### config.mk
export PLATFORM = sky130hd
export DESIGN_NAME = block_buffer_cache_table
export DESIGN_NICKNAME = d
export VERILOG_FILES = /design/src/sv/bbct_pkg.sv /design/src/sv/bbct_ram.sv /design/src/sv/bbct_ctrl.sv /design/src/sv/bbct_dp.sv /design/src/sv/block_buffer_cache_table.sv
export SDC_FILE = /design/constraint.sdc
export NUM_CORES = 2
export LEC_CHECK = 0
export BUFFER_PORTS_ARGS = -buffer_cell sky130_fd_sc_hd__buf_2
export CAP_MARGIN = 10
export CORE_MARGIN = 4
export CORE_UTILIZATION = 45
export CTS_BUF_LIST = sky130_fd_sc_hd__clkbuf_2
export DETAILED_ROUTE_END_ITERATION = 6
export PLACE_DENSITY_LB_ADDON = 0.25
export SLEW_MARGIN = 20
export SYNTH_ARGS = -nofsm -noshare
export SYNTH_HDL_FRONTEND = slang
export SYNTH_HIERARCHICAL = 1
export SYNTH_SLANG_ARGS = --single-unit
### constraint.sdc
create_clock -name clk -period 14.6 [get_ports clk]
set_input_delay 2.92 -clock clk [delete_from_list [all_inputs] [get_ports clk]]
set_output_delay 2.92 -clock clk [all_outputs]
set_load 0.05 [all_outputs]
### src/sv/bbct_pkg.sv
// Shared types and constants for the block buffer cache table.
// Used by the controller, the datapath and the top level; depends on nothing.
`timescale 1ns / 1ps

package bbct_pkg;

    localparam int CMD_W    = 2;
    localparam int DEV_W    = 8;
    localparam int BLK_W    = 32;
    localparam int SLOT_W   = 5;
    localparam int CNT_W    = 8;
    localparam int STATUS_W = 2;

    localparam logic [CMD_W-1:0] CMD_ACQUIRE = 2'd0;
    localparam logic [CMD_W-1:0] CMD_DROP    = 2'd1;
    localparam logic [CMD_W-1:0] CMD_ADD     = 2'd2;

    localparam logic [STATUS_W-1:0] ST_OK     = 2'd0;
    localparam logic [STATUS_W-1:0] ST_NOFREE = 2'd1;
    localparam logic [STATUS_W-1:0] ST_UNDER  = 2'd2;
    localparam logic [STATUS_W-1:0] ST_OVER   = 2'd3;

    localparam logic [CNT_W-1:0] COUNT_MAX = 8'd255;

    // One slot of the tag table as it sits in the entry memory.
    typedef struct packed {
        logic [DEV_W-1:0] dev;
        logic [BLK_W-1:0] blk;
        logic [CNT_W-1:0] cnt;
    } entry_t;

    localparam int ENTRY_W = $bits(entry_t);

    // Which source feeds the entry memory read port.
    typedef enum logic [1:0] {
        PH_BUCKET,
        PH_SCAN,
        PH_SLOT
    } phase_t;

    typedef enum logic [2:0] {
        S_IDLE,
        S_DISPATCH,
        S_BKT_SCAN,
        S_ENT_SCAN,
        S_SLOT_RD,
        S_SLOT_WAIT,
        S_FINISH
    } state_t;

    // Controller to datapath.
    typedef struct packed {
        logic   capture;
        phase_t phase;
        logic   issue;
        logic   finish;
    } dp_cmd_t;

    // Datapath to controller.
    typedef struct packed {
        logic is_acquire;
        logic slot_op;
        logic found;
        logic bkt_end;
        logic ent_end;
        logic pipe_busy;
    } dp_stat_t;

endpackage

### src/sv/bbct_ram.sv
// Generic simple dual-port RAM: one write port, one read port, registered read data.
// Stand-alone; no package dependencies.
`timescale 1ns / 1ps

module bbct_ram #(
    parameter int WIDTH = 8,
    parameter int DEPTH = 32,
    localparam int ADDR_W = (DEPTH > 1) ? $clog2(DEPTH) : 1
) (
    input  logic              clk,
    input  logic              we,
    input  logic [ADDR_W-1:0] waddr,
    input  logic [WIDTH-1:0]  wdata,
    input  logic [ADDR_W-1:0] raddr,
    output logic [WIDTH-1:0]  rdata
);

    logic [WIDTH-1:0] mem [DEPTH];

    always_ff @(posedge clk)
    begin
        if (we)
        begin
            mem[waddr] <= wdata;
        end
        rdata <= mem[raddr];
    end

endmodule

### src/sv/bbct_ctrl.sv
// Sequencer for the block buffer cache table: handshakes and scan phases.
// Depends on bbct_pkg for the state, command and status types.
`timescale 1ns / 1ps

module bbct_ctrl (
    input  logic              clk,
    input  logic              rst_n,
    input  logic              in_valid,
    output logic              in_stall,
    output logic              out_valid,
    input  logic              out_stall,
    input  bbct_pkg::dp_stat_t dp_stat,
    output bbct_pkg::dp_cmd_t  dp_cmd
);

    bbct_pkg::state_t state_reg;
    bbct_pkg::state_t state_next;
    logic             out_valid_reg;
    logic             out_free;

    assign out_free  = !out_valid_reg || !out_stall;
    assign in_stall  = (state_reg != bbct_pkg::S_IDLE);
    assign out_valid = out_valid_reg;

    always_comb
    begin
        dp_cmd.capture = 1'b0;
        dp_cmd.phase   = bbct_pkg::PH_SLOT;
        dp_cmd.issue   = 1'b0;
        dp_cmd.finish  = 1'b0;
        case (state_reg)
            bbct_pkg::S_IDLE:
            begin
                dp_cmd.capture = in_valid;
            end
            bbct_pkg::S_BKT_SCAN:
            begin
                dp_cmd.phase = bbct_pkg::PH_BUCKET;
                dp_cmd.issue = !dp_stat.found && !dp_stat.bkt_end;
            end
            bbct_pkg::S_ENT_SCAN:
            begin
                dp_cmd.phase = bbct_pkg::PH_SCAN;
                dp_cmd.issue = !dp_stat.found && !dp_stat.ent_end;
            end
            bbct_pkg::S_SLOT_RD:
            begin
                dp_cmd.issue = 1'b1;
            end
            bbct_pkg::S_FINISH:
            begin
                dp_cmd.finish = out_free;
            end
            default:
            begin
                dp_cmd.capture = 1'b0;
            end
        endcase
    end

    always_comb
    begin
        state_next = state_reg;
        case (state_reg)
            bbct_pkg::S_IDLE:
            begin
                if (in_valid)
                begin
                    state_next = bbct_pkg::S_DISPATCH;
                end
            end
            bbct_pkg::S_DISPATCH:
            begin
                if (dp_stat.is_acquire)
                begin
                    state_next = bbct_pkg::S_BKT_SCAN;
                end
                else if (dp_stat.slot_op)
                begin
                    state_next = bbct_pkg::S_SLOT_RD;
                end
                else
                begin
                    state_next = bbct_pkg::S_FINISH;
                end
            end
            bbct_pkg::S_BKT_SCAN:
            begin
                if (dp_stat.found || dp_stat.bkt_end)
                begin
                    if (!dp_stat.pipe_busy)
                    begin
                        state_next = dp_stat.found ? bbct_pkg::S_FINISH : bbct_pkg::S_ENT_SCAN;
                    end
                end
            end
            bbct_pkg::S_ENT_SCAN:
            begin
                if ((dp_stat.found || dp_stat.ent_end) && !dp_stat.pipe_busy)
                begin
                    state_next = bbct_pkg::S_FINISH;
                end
            end
            bbct_pkg::S_SLOT_RD:
            begin
                state_next = bbct_pkg::S_SLOT_WAIT;
            end
            bbct_pkg::S_SLOT_WAIT:
            begin
                state_next = bbct_pkg::S_FINISH;
            end
            bbct_pkg::S_FINISH:
            begin
                if (out_free)
                begin
                    state_next = bbct_pkg::S_IDLE;
                end
            end
            default:
            begin
                state_next = bbct_pkg::S_IDLE;
            end
        endcase
    end

    always_ff @(posedge clk or negedge rst_n)
    begin
        if (!rst_n)
        begin
            state_reg     <= bbct_pkg::S_IDLE;
            out_valid_reg <= 1'b0;
        end
        else
        begin
            state_reg <= state_next;
            if (dp_cmd.finish)
            begin
                out_valid_reg <= 1'b1;
            end
            else if (!out_stall)
            begin
                out_valid_reg <= 1'b0;
            end
        end
    end

endmodule

### src/sv/bbct_dp.sv
// Datapath of the block buffer cache table: entry and bucket memories, scan pipeline,
// selection registers, update logic and the result register.
// Depends on bbct_pkg and bbct_ram.
`timescale 1ns / 1ps

module bbct_dp #(
    parameter int ENTRIES = 32,
    parameter int BUCKETS = 16
) (
    input  logic                          clk,
    input  logic                          rst_n,
    input  logic [bbct_pkg::CMD_W-1:0]    command,
    input  logic [bbct_pkg::DEV_W-1:0]    device,
    input  logic [bbct_pkg::BLK_W-1:0]    block_number,
    input  logic [bbct_pkg::SLOT_W-1:0]   slot,
    output logic [bbct_pkg::SLOT_W-1:0]   slot_out,
    output logic                          hit,
    output logic                          needs_read,
    output logic [bbct_pkg::STATUS_W-1:0] status,
    input  bbct_pkg::dp_cmd_t             dp_cmd,
    output bbct_pkg::dp_stat_t            dp_stat
);

    localparam int IDX_W   = $clog2(ENTRIES);
    localparam int BKT_W   = (BUCKETS > 1) ? $clog2(BUCKETS) : 1;
    localparam int PTR_MAX = (ENTRIES > BUCKETS) ? ENTRIES : BUCKETS;
    localparam int PTR_W   = $clog2(PTR_MAX);

    // Captured request.
    logic [bbct_pkg::CMD_W-1:0]  cmd_reg;
    logic [bbct_pkg::DEV_W-1:0]  dev_reg;
    logic [bbct_pkg::BLK_W-1:0]  blk_reg;
    logic [bbct_pkg::SLOT_W-1:0] slot_reg;
    logic                        slot_ok;

    // Scan counters.
    logic [BKT_W:0]   bcnt_reg;
    logic [IDX_W:0]   ecnt_reg;
    logic [BKT_W-1:0] ebkt_reg;

    // Per-entry and per-bucket flags; an entry or bucket never written reads as its reset value.
    logic [ENTRIES-1:0] entry_init_reg;
    logic [ENTRIES-1:0] data_valid_reg;
    logic [BUCKETS-1:0] bucket_init_reg;

    // Bucket read stage.
    logic             bk_valid_reg;
    logic             bk_init_reg;
    logic [BKT_W-1:0] bk_idx_reg;
    logic [PTR_W-1:0] bkt_rdata;
    logic [PTR_W-1:0] ptr_eff;
    logic             ptr_ok;

    // Entry read stage.
    logic                         rd_en;
    logic [IDX_W-1:0]             rd_addr;
    logic [BKT_W-1:0]             rd_bkt;
    logic                         rd_valid_reg;
    logic                         rd_init_reg;
    logic [IDX_W-1:0]             rd_idx_reg;
    logic [BKT_W-1:0]             rd_bkt_reg;
    logic [bbct_pkg::ENTRY_W-1:0] ent_rdata;
    bbct_pkg::entry_t             rd_entry;
    logic                         tag_hit;
    logic                         take_match;
    logic                         take_free;
    logic                         take_slot;

    // Selection registers.
    logic             found_reg;
    logic             free_found_reg;
    logic             sel_upd_reg;
    logic [IDX_W-1:0] sel_idx_reg;
    logic [BKT_W-1:0] sel_bkt_reg;
    logic [IDX_W-1:0] free_idx_reg;
    bbct_pkg::entry_t sel_entry_reg;

    // Update and result.
    logic                          wr_en;
    logic [IDX_W-1:0]              wr_idx;
    bbct_pkg::entry_t              wr_entry;
    logic                          bkt_we;
    logic [bbct_pkg::SLOT_W-1:0]   res_slot;
    logic                          res_hit;
    logic                          res_nread;
    logic [bbct_pkg::STATUS_W-1:0] res_status;
    logic [bbct_pkg::SLOT_W-1:0]   slot_out_reg;
    logic                          hit_reg;
    logic                          needs_read_reg;
    logic [bbct_pkg::STATUS_W-1:0] status_reg;

    assign slot_ok = ({27'd0, slot_reg} < 32'(ENTRIES));

    assign dp_stat.is_acquire = (cmd_reg == bbct_pkg::CMD_ACQUIRE);
    assign dp_stat.slot_op    = ((cmd_reg == bbct_pkg::CMD_DROP) ||
                                 (cmd_reg == bbct_pkg::CMD_ADD)) && slot_ok;
    assign dp_stat.found      = found_reg;
    assign dp_stat.bkt_end    = (bcnt_reg == (BKT_W + 1)'(BUCKETS));
    assign dp_stat.ent_end    = (ecnt_reg == (IDX_W + 1)'(ENTRIES));
    assign dp_stat.pipe_busy  = bk_valid_reg || rd_valid_reg;

    always_ff @(posedge clk)
    begin
        if (dp_cmd.capture)
        begin
            cmd_reg  <= command;
            dev_reg  <= device;
            blk_reg  <= block_number;
            slot_reg <= slot;
        end
    end

    // Bucket memory: probed in order during the first phase, written on a scan hit.
    bbct_ram #(
        .WIDTH(PTR_W),
        .DEPTH(BUCKETS)
    ) u_bucket_ram (
        .clk  (clk),
        .we   (bkt_we && dp_cmd.finish),
        .waddr(sel_bkt_reg),
        .wdata(PTR_W'(sel_idx_reg)),
        .raddr(bcnt_reg[BKT_W-1:0]),
        .rdata(bkt_rdata)
    );

    assign ptr_eff = bk_init_reg ? bkt_rdata : PTR_W'(bk_idx_reg);
    assign ptr_ok  = ({1'b0, ptr_eff} < (PTR_W + 1)'(ENTRIES));

    always_comb
    begin
        rd_en   = 1'b0;
        rd_addr = IDX_W'(slot_reg);
        rd_bkt  = ebkt_reg;
        case (dp_cmd.phase)
            bbct_pkg::PH_BUCKET:
            begin
                rd_en   = bk_valid_reg && ptr_ok;
                rd_addr = IDX_W'(ptr_eff);
            end
            bbct_pkg::PH_SCAN:
            begin
                rd_en   = dp_cmd.issue;
                rd_addr = ecnt_reg[IDX_W-1:0];
            end
            bbct_pkg::PH_SLOT:
            begin
                rd_en = dp_cmd.issue;
            end
            default:
            begin
                rd_en = 1'b0;
            end
        endcase
    end

    // Entry memory: tag and reference count of every slot.
    bbct_ram #(
        .WIDTH(bbct_pkg::ENTRY_W),
        .DEPTH(ENTRIES)
    ) u_entry_ram (
        .clk  (clk),
        .we   (wr_en && dp_cmd.finish),
        .waddr(wr_idx),
        .wdata(wr_entry),
        .raddr(rd_addr),
        .rdata(ent_rdata)
    );

    assign rd_entry = rd_init_reg ? bbct_pkg::entry_t'(ent_rdata) : '0;
    assign tag_hit  = (rd_entry.dev == dev_reg) && (rd_entry.blk == blk_reg);

    assign take_match = rd_valid_reg && !found_reg && tag_hit &&
                        ((dp_cmd.phase == bbct_pkg::PH_BUCKET) ||
                         (dp_cmd.phase == bbct_pkg::PH_SCAN));
    assign take_free  = rd_valid_reg && !free_found_reg && (rd_entry.cnt == '0) &&
                        (dp_cmd.phase == bbct_pkg::PH_SCAN);
    assign take_slot  = rd_valid_reg && (dp_cmd.phase == bbct_pkg::PH_SLOT);

    always_ff @(posedge clk or negedge rst_n)
    begin
        if (!rst_n)
        begin
            bcnt_reg       <= '0;
            ecnt_reg       <= '0;
            ebkt_reg       <= '0;
            bk_valid_reg   <= 1'b0;
            rd_valid_reg   <= 1'b0;
            found_reg      <= 1'b0;
            free_found_reg <= 1'b0;
            sel_upd_reg    <= 1'b0;
        end
        else
        begin
            bk_valid_reg <= dp_cmd.issue && (dp_cmd.phase == bbct_pkg::PH_BUCKET);
            rd_valid_reg <= rd_en;
            if (dp_cmd.capture)
            begin
                bcnt_reg       <= '0;
                ecnt_reg       <= '0;
                ebkt_reg       <= '0;
                found_reg      <= 1'b0;
                free_found_reg <= 1'b0;
                sel_upd_reg    <= 1'b0;
            end
            else
            begin
                if (dp_cmd.issue && (dp_cmd.phase == bbct_pkg::PH_BUCKET))
                begin
                    bcnt_reg <= bcnt_reg + 1'b1;
                end
                if (dp_cmd.issue && (dp_cmd.phase == bbct_pkg::PH_SCAN))
                begin
                    ecnt_reg <= ecnt_reg + 1'b1;
                    if (ebkt_reg == BKT_W'(BUCKETS - 1))
                    begin
                        ebkt_reg <= '0;
                    end
                    else
                    begin
                        ebkt_reg <= ebkt_reg + 1'b1;
                    end
                end
                if (take_match)
                begin
                    found_reg   <= 1'b1;
                    sel_upd_reg <= (dp_cmd.phase == bbct_pkg::PH_SCAN);
                end
                if (take_free)
                begin
                    free_found_reg <= 1'b1;
                end
            end
        end
    end

    always_ff @(posedge clk)
    begin
        bk_init_reg <= bucket_init_reg[bcnt_reg[BKT_W-1:0]];
        bk_idx_reg  <= bcnt_reg[BKT_W-1:0];
        rd_init_reg <= entry_init_reg[rd_addr];
        rd_idx_reg  <= rd_addr;
        rd_bkt_reg  <= rd_bkt;
        if (take_match || take_slot)
        begin
            sel_idx_reg   <= rd_idx_reg;
            sel_bkt_reg   <= rd_bkt_reg;
            sel_entry_reg <= rd_entry;
        end
        if (take_free)
        begin
            free_idx_reg <= rd_idx_reg;
        end
    end

    // Update of the chosen slot and the result of the transaction.
    always_comb
    begin
        wr_en        = 1'b0;
        wr_idx       = sel_idx_reg;
        wr_entry.dev = dev_reg;
        wr_entry.blk = blk_reg;
        wr_entry.cnt = sel_entry_reg.cnt + 1'b1;
        bkt_we       = 1'b0;
        res_slot     = '0;
        res_hit      = 1'b0;
        res_nread    = 1'b0;
        res_status   = bbct_pkg::ST_OK;
        case (cmd_reg)
            bbct_pkg::CMD_ACQUIRE:
            begin
                if (found_reg)
                begin
                    res_slot = bbct_pkg::SLOT_W'(sel_idx_reg);
                    res_hit  = 1'b1;
                    if (sel_entry_reg.cnt == bbct_pkg::COUNT_MAX)
                    begin
                        res_status = bbct_pkg::ST_OVER;
                    end
                    else
                    begin
                        wr_en     = 1'b1;
                        bkt_we    = sel_upd_reg;
                        res_nread = !data_valid_reg[sel_idx_reg];
                    end
                end
                else if (free_found_reg)
                begin
                    wr_en        = 1'b1;
                    wr_idx       = free_idx_reg;
                    wr_entry.cnt = bbct_pkg::CNT_W'(1);
                    res_slot     = bbct_pkg::SLOT_W'(free_idx_reg);
                    res_nread    = 1'b1;
                end
                else
                begin
                    res_status = bbct_pkg::ST_NOFREE;
                end
            end
            bbct_pkg::CMD_DROP:
            begin
                res_slot     = slot_reg;
                wr_entry.dev = sel_entry_reg.dev;
                wr_entry.blk = sel_entry_reg.blk;
                wr_entry.cnt = sel_entry_reg.cnt - 1'b1;
                if (slot_ok)
                begin
                    if (sel_entry_reg.cnt == '0)
                    begin
                        res_status = bbct_pkg::ST_UNDER;
                    end
                    else
                    begin
                        wr_en = 1'b1;
                    end
                end
            end
            bbct_pkg::CMD_ADD:
            begin
                res_slot     = slot_reg;
                wr_entry.dev = sel_entry_reg.dev;
                wr_entry.blk = sel_entry_reg.blk;
                if (slot_ok)
                begin
                    if (sel_entry_reg.cnt == bbct_pkg::COUNT_MAX)
                    begin
                        res_status = bbct_pkg::ST_OVER;
                    end
                    else
                    begin
                        wr_en = 1'b1;
                    end
                end
            end
            default:
            begin
                res_slot = '0;
            end
        endcase
    end

    always_ff @(posedge clk or negedge rst_n)
    begin
        if (!rst_n)
        begin
            entry_init_reg  <= '0;
            data_valid_reg  <= '0;
            bucket_init_reg <= '0;
        end
        else if (dp_cmd.finish)
        begin
            if (wr_en)
            begin
                entry_init_reg[wr_idx] <= 1'b1;
                if (cmd_reg == bbct_pkg::CMD_ACQUIRE)
                begin
                    data_valid_reg[wr_idx] <= 1'b1;
                end
            end
            if (bkt_we)
            begin
                bucket_init_reg[sel_bkt_reg] <= 1'b1;
            end
        end
    end

    always_ff @(posedge clk)
    begin
        if (dp_cmd.finish)
        begin
            slot_out_reg   <= res_slot;
            hit_reg        <= res_hit;
            needs_read_reg <= res_nread;
            status_reg     <= res_status;
        end
    end

    assign slot_out   = slot_out_reg;
    assign hit        = hit_reg;
    assign needs_read = needs_read_reg;
    assign status     = status_reg;

endmodule

### src/sv/block_buffer_cache_table.sv
// Top level of the block buffer cache table: tag table of buffer slots with reference counts.
// Depends on bbct_pkg, bbct_ctrl, bbct_dp and (through bbct_dp) bbct_ram.
`timescale 1ns / 1ps

// The block keeps ENTRIES buffer slots, each tagged with a device and a block number and
// carrying a data-valid bit and an 8-bit reference count, plus BUCKETS bucket pointers that
// each name one slot. An acquire (command 0) first probes the slot named by each bucket,
// bucket 0 first, then scans every slot from the lowest; a hit in that scan repoints bucket
// (slot mod BUCKETS) at the slot. On a miss the lowest slot with a zero count is taken, retagged
// and given a count of one. The result reports the slot, whether it hit, whether the data must
// be read from disk, and a status: 0 ok, 1 no free slot, 2 count underflow, 3 count overflow.
// Commands 1 and 2 drop and add one reference on the given slot; an error changes nothing.
// Both channels use valid and stall, and each transaction yields exactly one result. Items are
// handled one at a time. An acquire runs the bucket probes, pipelined through the bucket memory
// and then the entry memory at one bucket per cycle, followed by the slot scan at one entry per
// cycle through the single read port of the entry memory; a hit in a bucket skips the scan.
// Reset takes effect at once; slots and buckets never written read as their reset contents,
// so there is no clearing pass. A finished result waits in the output register until taken,
// and the next transaction is accepted while it waits.

module block_buffer_cache_table #(
    parameter int ENTRIES = 32,
    parameter int BUCKETS = 16
) (
    input  logic                          clk,
    input  logic                          rst_n,
    input  logic                          in_valid,
    output logic                          in_stall,
    input  logic [bbct_pkg::CMD_W-1:0]    command,
    input  logic [bbct_pkg::DEV_W-1:0]    device,
    input  logic [bbct_pkg::BLK_W-1:0]    block_number,
    input  logic [bbct_pkg::SLOT_W-1:0]   slot,
    output logic                          out_valid,
    input  logic                          out_stall,
    output logic [bbct_pkg::SLOT_W-1:0]   slot_out,
    output logic                          hit,
    output logic                          needs_read,
    output logic [bbct_pkg::STATUS_W-1:0] status
);

    // Command and status between the sequencer and the datapath.
    bbct_pkg::dp_cmd_t  dp_cmd;
    bbct_pkg::dp_stat_t dp_stat;

    // The sequencer owns both handshakes and steps through the bucket probe, the slot scan,
    // the single-slot read for drop and add, and the final update.
    bbct_ctrl u_ctrl (
        .clk      (clk),
        .rst_n    (rst_n),
        .in_valid (in_valid),
        .in_stall (in_stall),
        .out_valid(out_valid),
        .out_stall(out_stall),
        .dp_stat  (dp_stat),
        .dp_cmd   (dp_cmd)
    );

    // The datapath holds the tables, the scan pipeline and the result register.
    bbct_dp #(
        .ENTRIES(ENTRIES),
        .BUCKETS(BUCKETS)
    ) u_dp (
        .clk         (clk),
        .rst_n       (rst_n),
        .command     (command),
        .device      (device),
        .block_number(block_number),
        .slot        (slot),
        .slot_out    (slot_out),
        .hit         (hit),
        .needs_read  (needs_read),
        .status      (status),
        .dp_cmd      (dp_cmd),
        .dp_stat     (dp_stat)
    );

endmodule

# After elaboration in Yosys (flattened, before gate mapping)
# Memory sizes are Yosys's and may differ from the RTL's. A register that Yosys moved wholly into a read port is not among the register bits.
# Index checks and enable logic that the tools add are counted.
# word_totals
input_bits	51
mem_count	2
output_inout_bits	11
register_bits	237
word_cells	191
mem_bits_rw	1616
# memory_table
name	depth	word_bits	rd	rd_clocked_by_memory_dff	wr	line_no	text
u_dp.u_entry_ram.mem	32	48	1	1	1	bbct_ram.sv:18	logic [WIDTH-1:0] mem [DEPTH];
u_dp.u_bucket_ram.mem	16	5	1	1	1	bbct_ram.sv:18	
# op_classes
n_reduce_logical	48
n_addsub	5
bitwise	3
magnitude_cmp	7
mux	72
n_eq_ne	22
# op_table
op	count
32-bit OR	2
48-bit two-way mux	1
40-bit two-way mux	1
5-bit two-way mux	8
32-bit == test	1
1-bit two-way mux	30
3-bit two-way mux	7
3-bit one-hot mux with 7 select lines	1
5-bit one-hot mux with 2 select lines	2
5-bit by 6-bit < comparator with 1-bit output, second input constant	3
1-bit logical AND	17
8-bit logical NOT	2
8-bit two-way mux	2
16-bit OR	1
8-bit one-hot mux with 2 select lines	1
4-bit two-way mux	3
6-bit two-way mux	2
1-bit binary-select mux with 5-bit select	2
4-bit by 5-bit < comparator with 1-bit output, second input constant	2
3-bit == test, second input constant	3
8-bit by 1-bit adder with 8-bit output, second input constant	1
8-bit == test	1
8-bit == test, second input constant	1
1-bit logical NOT	8
32 further kinds	55

# Longest topological paths before layout
# logic_depth
depth_word	8
mapped_depth	16
depth_no_buf	12

# Cells and area by module
# The synthesis kept the hierarchy.
# modules_own_cells
mod	seq_area_each_um2	area_each_um2	cells_each	instances
bbct_ram (u_dp.u_entry_ram)	47085.2	60724.5	3364	1
bbct_dp	6346.1	10590.2	820	1
bbct_ram (u_dp.u_bucket_ram)	2502.4	3213.1	155	1
bbct_ctrl	100.1	285.3	34	1

# Least setup slack after synthesis
# No wires, ideal clock.
# synth_path
path_kind	input-to-reg
startpoint	input out_stall
endpoint	memory u_dp/u_entry_ram/mem[12][0] (netlist name), enable pin
stages	5
t_required_ns	14.146
setup_ns	0.454
setup_slack_ns	7.621
n_path_buf	1
arrival_time_ns	6.525
cell_sequence	a21oi_1 -> o311a_1 -> or3b_2 -> clkbuf_1 -> nor2_1
# synth_via
elab_chain_cells	6
# synth_rtl
item	line_no	text
start, declared	block_buffer_cache_table.sv:34	input logic out_stall,
1-bit logical NOT	bbct_ctrl.sv:21	assign out_free = !out_valid_reg || !out_stall;
1-bit logical OR	bbct_ctrl.sv:21	
1-bit two-way mux	bbct_ctrl.sv:31	case (state_reg)
1-bit logical AND	bbct_dp.sv:162	.we (wr_en && dp_cmd.finish),
1-bit two-way mux	bbct_ram.sv:22	if (we)
1-bit two-way mux (implied by the code)	bbct_ram.sv:24	mem[waddr] <= wdata;
end, declared	bbct_ram.sv:18	
# Every way passes these cells.

==> metrics.md <==
| Metric | Value |
|---|---|
| Status | completed |
| Post-synth ARST share | 5.456% |
| Mapped cell area | 0.07481 mm^2 |
| Final hold slack | 404.5 ps |
| IO Pins | 62 |
| Largest cells by area after synthesis | edfxtp_1, mux2i_1, dfrtp_1, dfxtp_1, a22oi_1 |
| P_leak | 29.01 nW |
| DR WL/cell | 25.69 um |
| GR Util met1 | 29.78% |
| Vias post-DR | 41,260 |
| Worst IR Drop VDD | 0.1967 mV |
| Total gr overflow | 0 |
| Crit path launch type | flip-flop |
| R2R setup slack | 8270 ps |
| # H-tree levels | 5 |
| Max-cap violations | 0 |
| Max-slew violations | 0 |
| Final GP Congestion | 0.7865 |
| Crit path largest cell delay | 920 ps |
| Final period util | 43.36% |
| Chip Height | 415.7 um |
| CP cell instances | and3b_2 -> inv_1 -> ha_1 -> nor2_2 -> a221oi_4 -> inv_8 -> buf_4 -> buf_12 -> buf_16 -> buf_4 -> mux2i_1 -> a22oi_1 -> nand3_1 -> nand3_1 |
| Initial Util | 45.29% |
| Largest net degree at the start of global routing | 153 |
| Crit-path max FO | 88 |
| Cell count after synthesis | 4,373 |
| Syn Nets | 4,440 |
| Setup Fix Bufs, Post-CTS | 0 |
| Worst setup startpoint | u_ctrl/state_reg[1] |
| DR pass1 iterations | 6 |
| Die area | 0.1728 mm^2 |
| Buf+Inv Stages, Crit Path | 6 |
| Clock root buffer | clkbuf_2 |
| Drt first-iter violations | 4,330 |
| GRT met2 Usage | 34.45% |
| Post-Route WL | 187,800 um |
| Later-pin clock latency in the skew report | 1850 ps |
| Layout Skew | 215.3 ps |
| Synth Area per Inst | 17.11 um^2 |
| GRT Overall Usage | 21.39% |
| Synth area leader | edfxtp_1 |
| Critical-path top delay cell | buf_4 |
| CP Class | flip-flop to flip-flop |
| YS warnings | 6 |
| Sequential fraction of the synthesis area | 74.90% |
| Worst setup EP type | flip-flop |
| Area share of the largest cell type after synthesis | 69.60% |
| Busiest grt layer | met2 |
| FF-to-FF path depth | 14 |
| RSZ-0062 raised after global routing | false |
| Grt met3 use | 3.979% |
| Req. time, crit path | 16,120 ps |
| Netlist cell types | 73 |
| Hold wc startpoint | u_dp/rd_bkt_reg[3] |
| Rel. slew slack | 22.10% |
| Worst EP arrival | 7850 ps |
| IO Port Bufs | 61 |
| Highest Clock Rate | 158.0 MHz |
| Ys flop type | edfxtp_1 |
| # rows | 149 |
| Setup_tns | 0 ps |
| Hold Crit Depth | 0 |
| Final Net Count | 4,818 |
| Initial antenna violation count | 4 |
| CTS resizes | 0 |
| Top flop regs | u_dp/u_entry_ram/mem x1536, u_dp/u_bucket_ram/mem x80 |
| DRC viols | 0 |
| Core ar. | 0.1652 mm^2 |
| Final Hold Viols | 0 |
| Reg clk slew, reported paths | 100 ps |
| Width of the die | 415.7 um |
| Largest register FFs | 1,536 |
| Number of flops mapped to enable cells by yosys | 1,734 |
| Power Density | 179.5 mW/mm^2 |
| Endpoints failing setup | 0 |
| CTS tree | yes |
| Antenna-violating nets left | 0 |
| Worst hold path type | flip-flop to flip-flop |
| Fill cells | 14,020 |
| Share of layout cells above drive strength 1 | 19.87% |
| FF+latch count, synth | 1,906 |
| Critical R2R Capture | u_dp/u_entry_ram/rdata[20] |
| Biggest register | u_dp/u_entry_ram/mem |
| CTS sink cnt | 1,906 |
| First-pass GRT wire length | 274,200 um |
| Final worst path period need | 6331 ps |
| Vias/cell | 5.643 |
| Vias in the first global route | 41,170 |
| Slew @ Worst Pin | 1168 ps |
| Hold endpoint | u_dp/sel_bkt_reg[3] |
| Largest delay contributor family on the critical path | buffers and inverters |
| Cts hold-fix bufs | 0 |
| Longest Clk Path Bufs | 4 |
| Dpl hpwl | 101,400 um |
| Number of buffers created by CTS | 478 |
| Worst reg2reg startpoint | u_ctrl/state_reg[1] |
| Layout area overhead | 9.008% |
## metal layers
layer,part of all wire (%),vias up
met2,48,1548
met4,2.3,0
li1,-,18300
met5,0,-
met1,43,21100
met3,6.8,318
## per-stage QoR
| stage | power, mW | instance area [um^2] | utilization, % | cells | setup WS (ps) |
|---|---|---|---|---|---|
| 2_1_floorplan | 9.969 | 74810 | - | 4373 | 7621 |
| 5_1_grt | 15.35 | 81550 | 49.37 | 7311 | 7971 |
| 3_5_place_dp | 11.34 | 77340 | 46.82 | 6458 | 7951 |
| 6_report | 14.63 | 81550 | 49.37 | 7311 | 8269 |
| 4_1_cts | 14.75 | 81460 | 49.32 | 7300 | 8237 |
| 3_3_place_gp | 11.29 | 77340 | 46.82 | 6458 | 7970 |
## power by group
group / switching, mW / leakage [nW] / internal (mW)
logic: 2.87 / 8.14 / 1.40
registers: 0.227 / 17.6 / 6.73
clock network: 2.08 / 3.23 / 1.33
## cell usage after synthesis (44+ instances only)
cell and number:
edfxtp_1 1734, mux2i_1 783, nand2_1 200, a21oi_1 187, nand3_1 174, a22oi_1 152, dfrtp_1 104, a22o_1 97
clkbuf_1 86, nor2_1 85, dfxtp_1 68, o21bai_1 64, nor3_1 60, and2_1 58, a31oi_1 51, buf_2 45
buf_4 45, buf_6 44
## layout make-up
class                   count  area [um^2]  share of cell area [%]
diodes                      9        22.52                 0.02762
clock buffers             712         3563                   4.370
clock inverters           130        556.8                  0.6827
inverters                  31        126.4                  0.1550
multi-input cells        2205        17580                   21.56
flip-flops and latches   1906        56040                   68.71
well taps                2189         2739                   3.358
repair buffers            129        924.6                   1.134
## cell families after synthesis
group                      after synthesis  share of synthesized area, %
xor gates and xnor gates                22                        0.2576
and+or+nand+nor                        668                         4.323
buffers and inverters                  262                         2.091
AOI/OAI and AO/OA                      635                         5.895
muxes                                  864                         12.27
adders and majority gates               16                        0.2676
DFF                                   1906                         74.90
## worst max-delay path by stage
stage	end	slack (ps)	depth (start not counted)
2_1_floorplan	u_dp/u_entry_ram/mem[12][0]	7620	5
3_3_place_gp	u_dp/u_entry_ram/mem[2][3]	7970	7
3_5_place_dp	u_dp/u_entry_ram/mem[11][38]	7950	7
4_1_cts	u_dp/u_entry_ram/rdata[25]	8240	13
5_1_grt	u_dp/u_entry_ram/rdata[20]	7970	14
6_report	u_dp/u_entry_ram/rdata[20]	8270	14
## cells in the final DEF, fill, tap and decap left out, types with 15 or more instances in the layout
cell type  count
a31oi_1       50
inv_1         28
mux2i_1      783
nor2_4        34
nor2_1        51
o21bai_1      64
a21oi_1      185
buf_4         61
nor3_1        59
o22ai_1       18
mux2_2        43
nand2_1      197
ha_1          15
clkinv_1     110
dfxtp_1       67
mux4_2        35
nand3_1      174
and3_1        33
buf_2         60
a22o_1        97
dfrtp_1      104
and2_1        57
edfxtp_1    1734
a22oi_1      152
clkbuf_2     712
No activity file was read; power rests on OpenSTA's default activity.
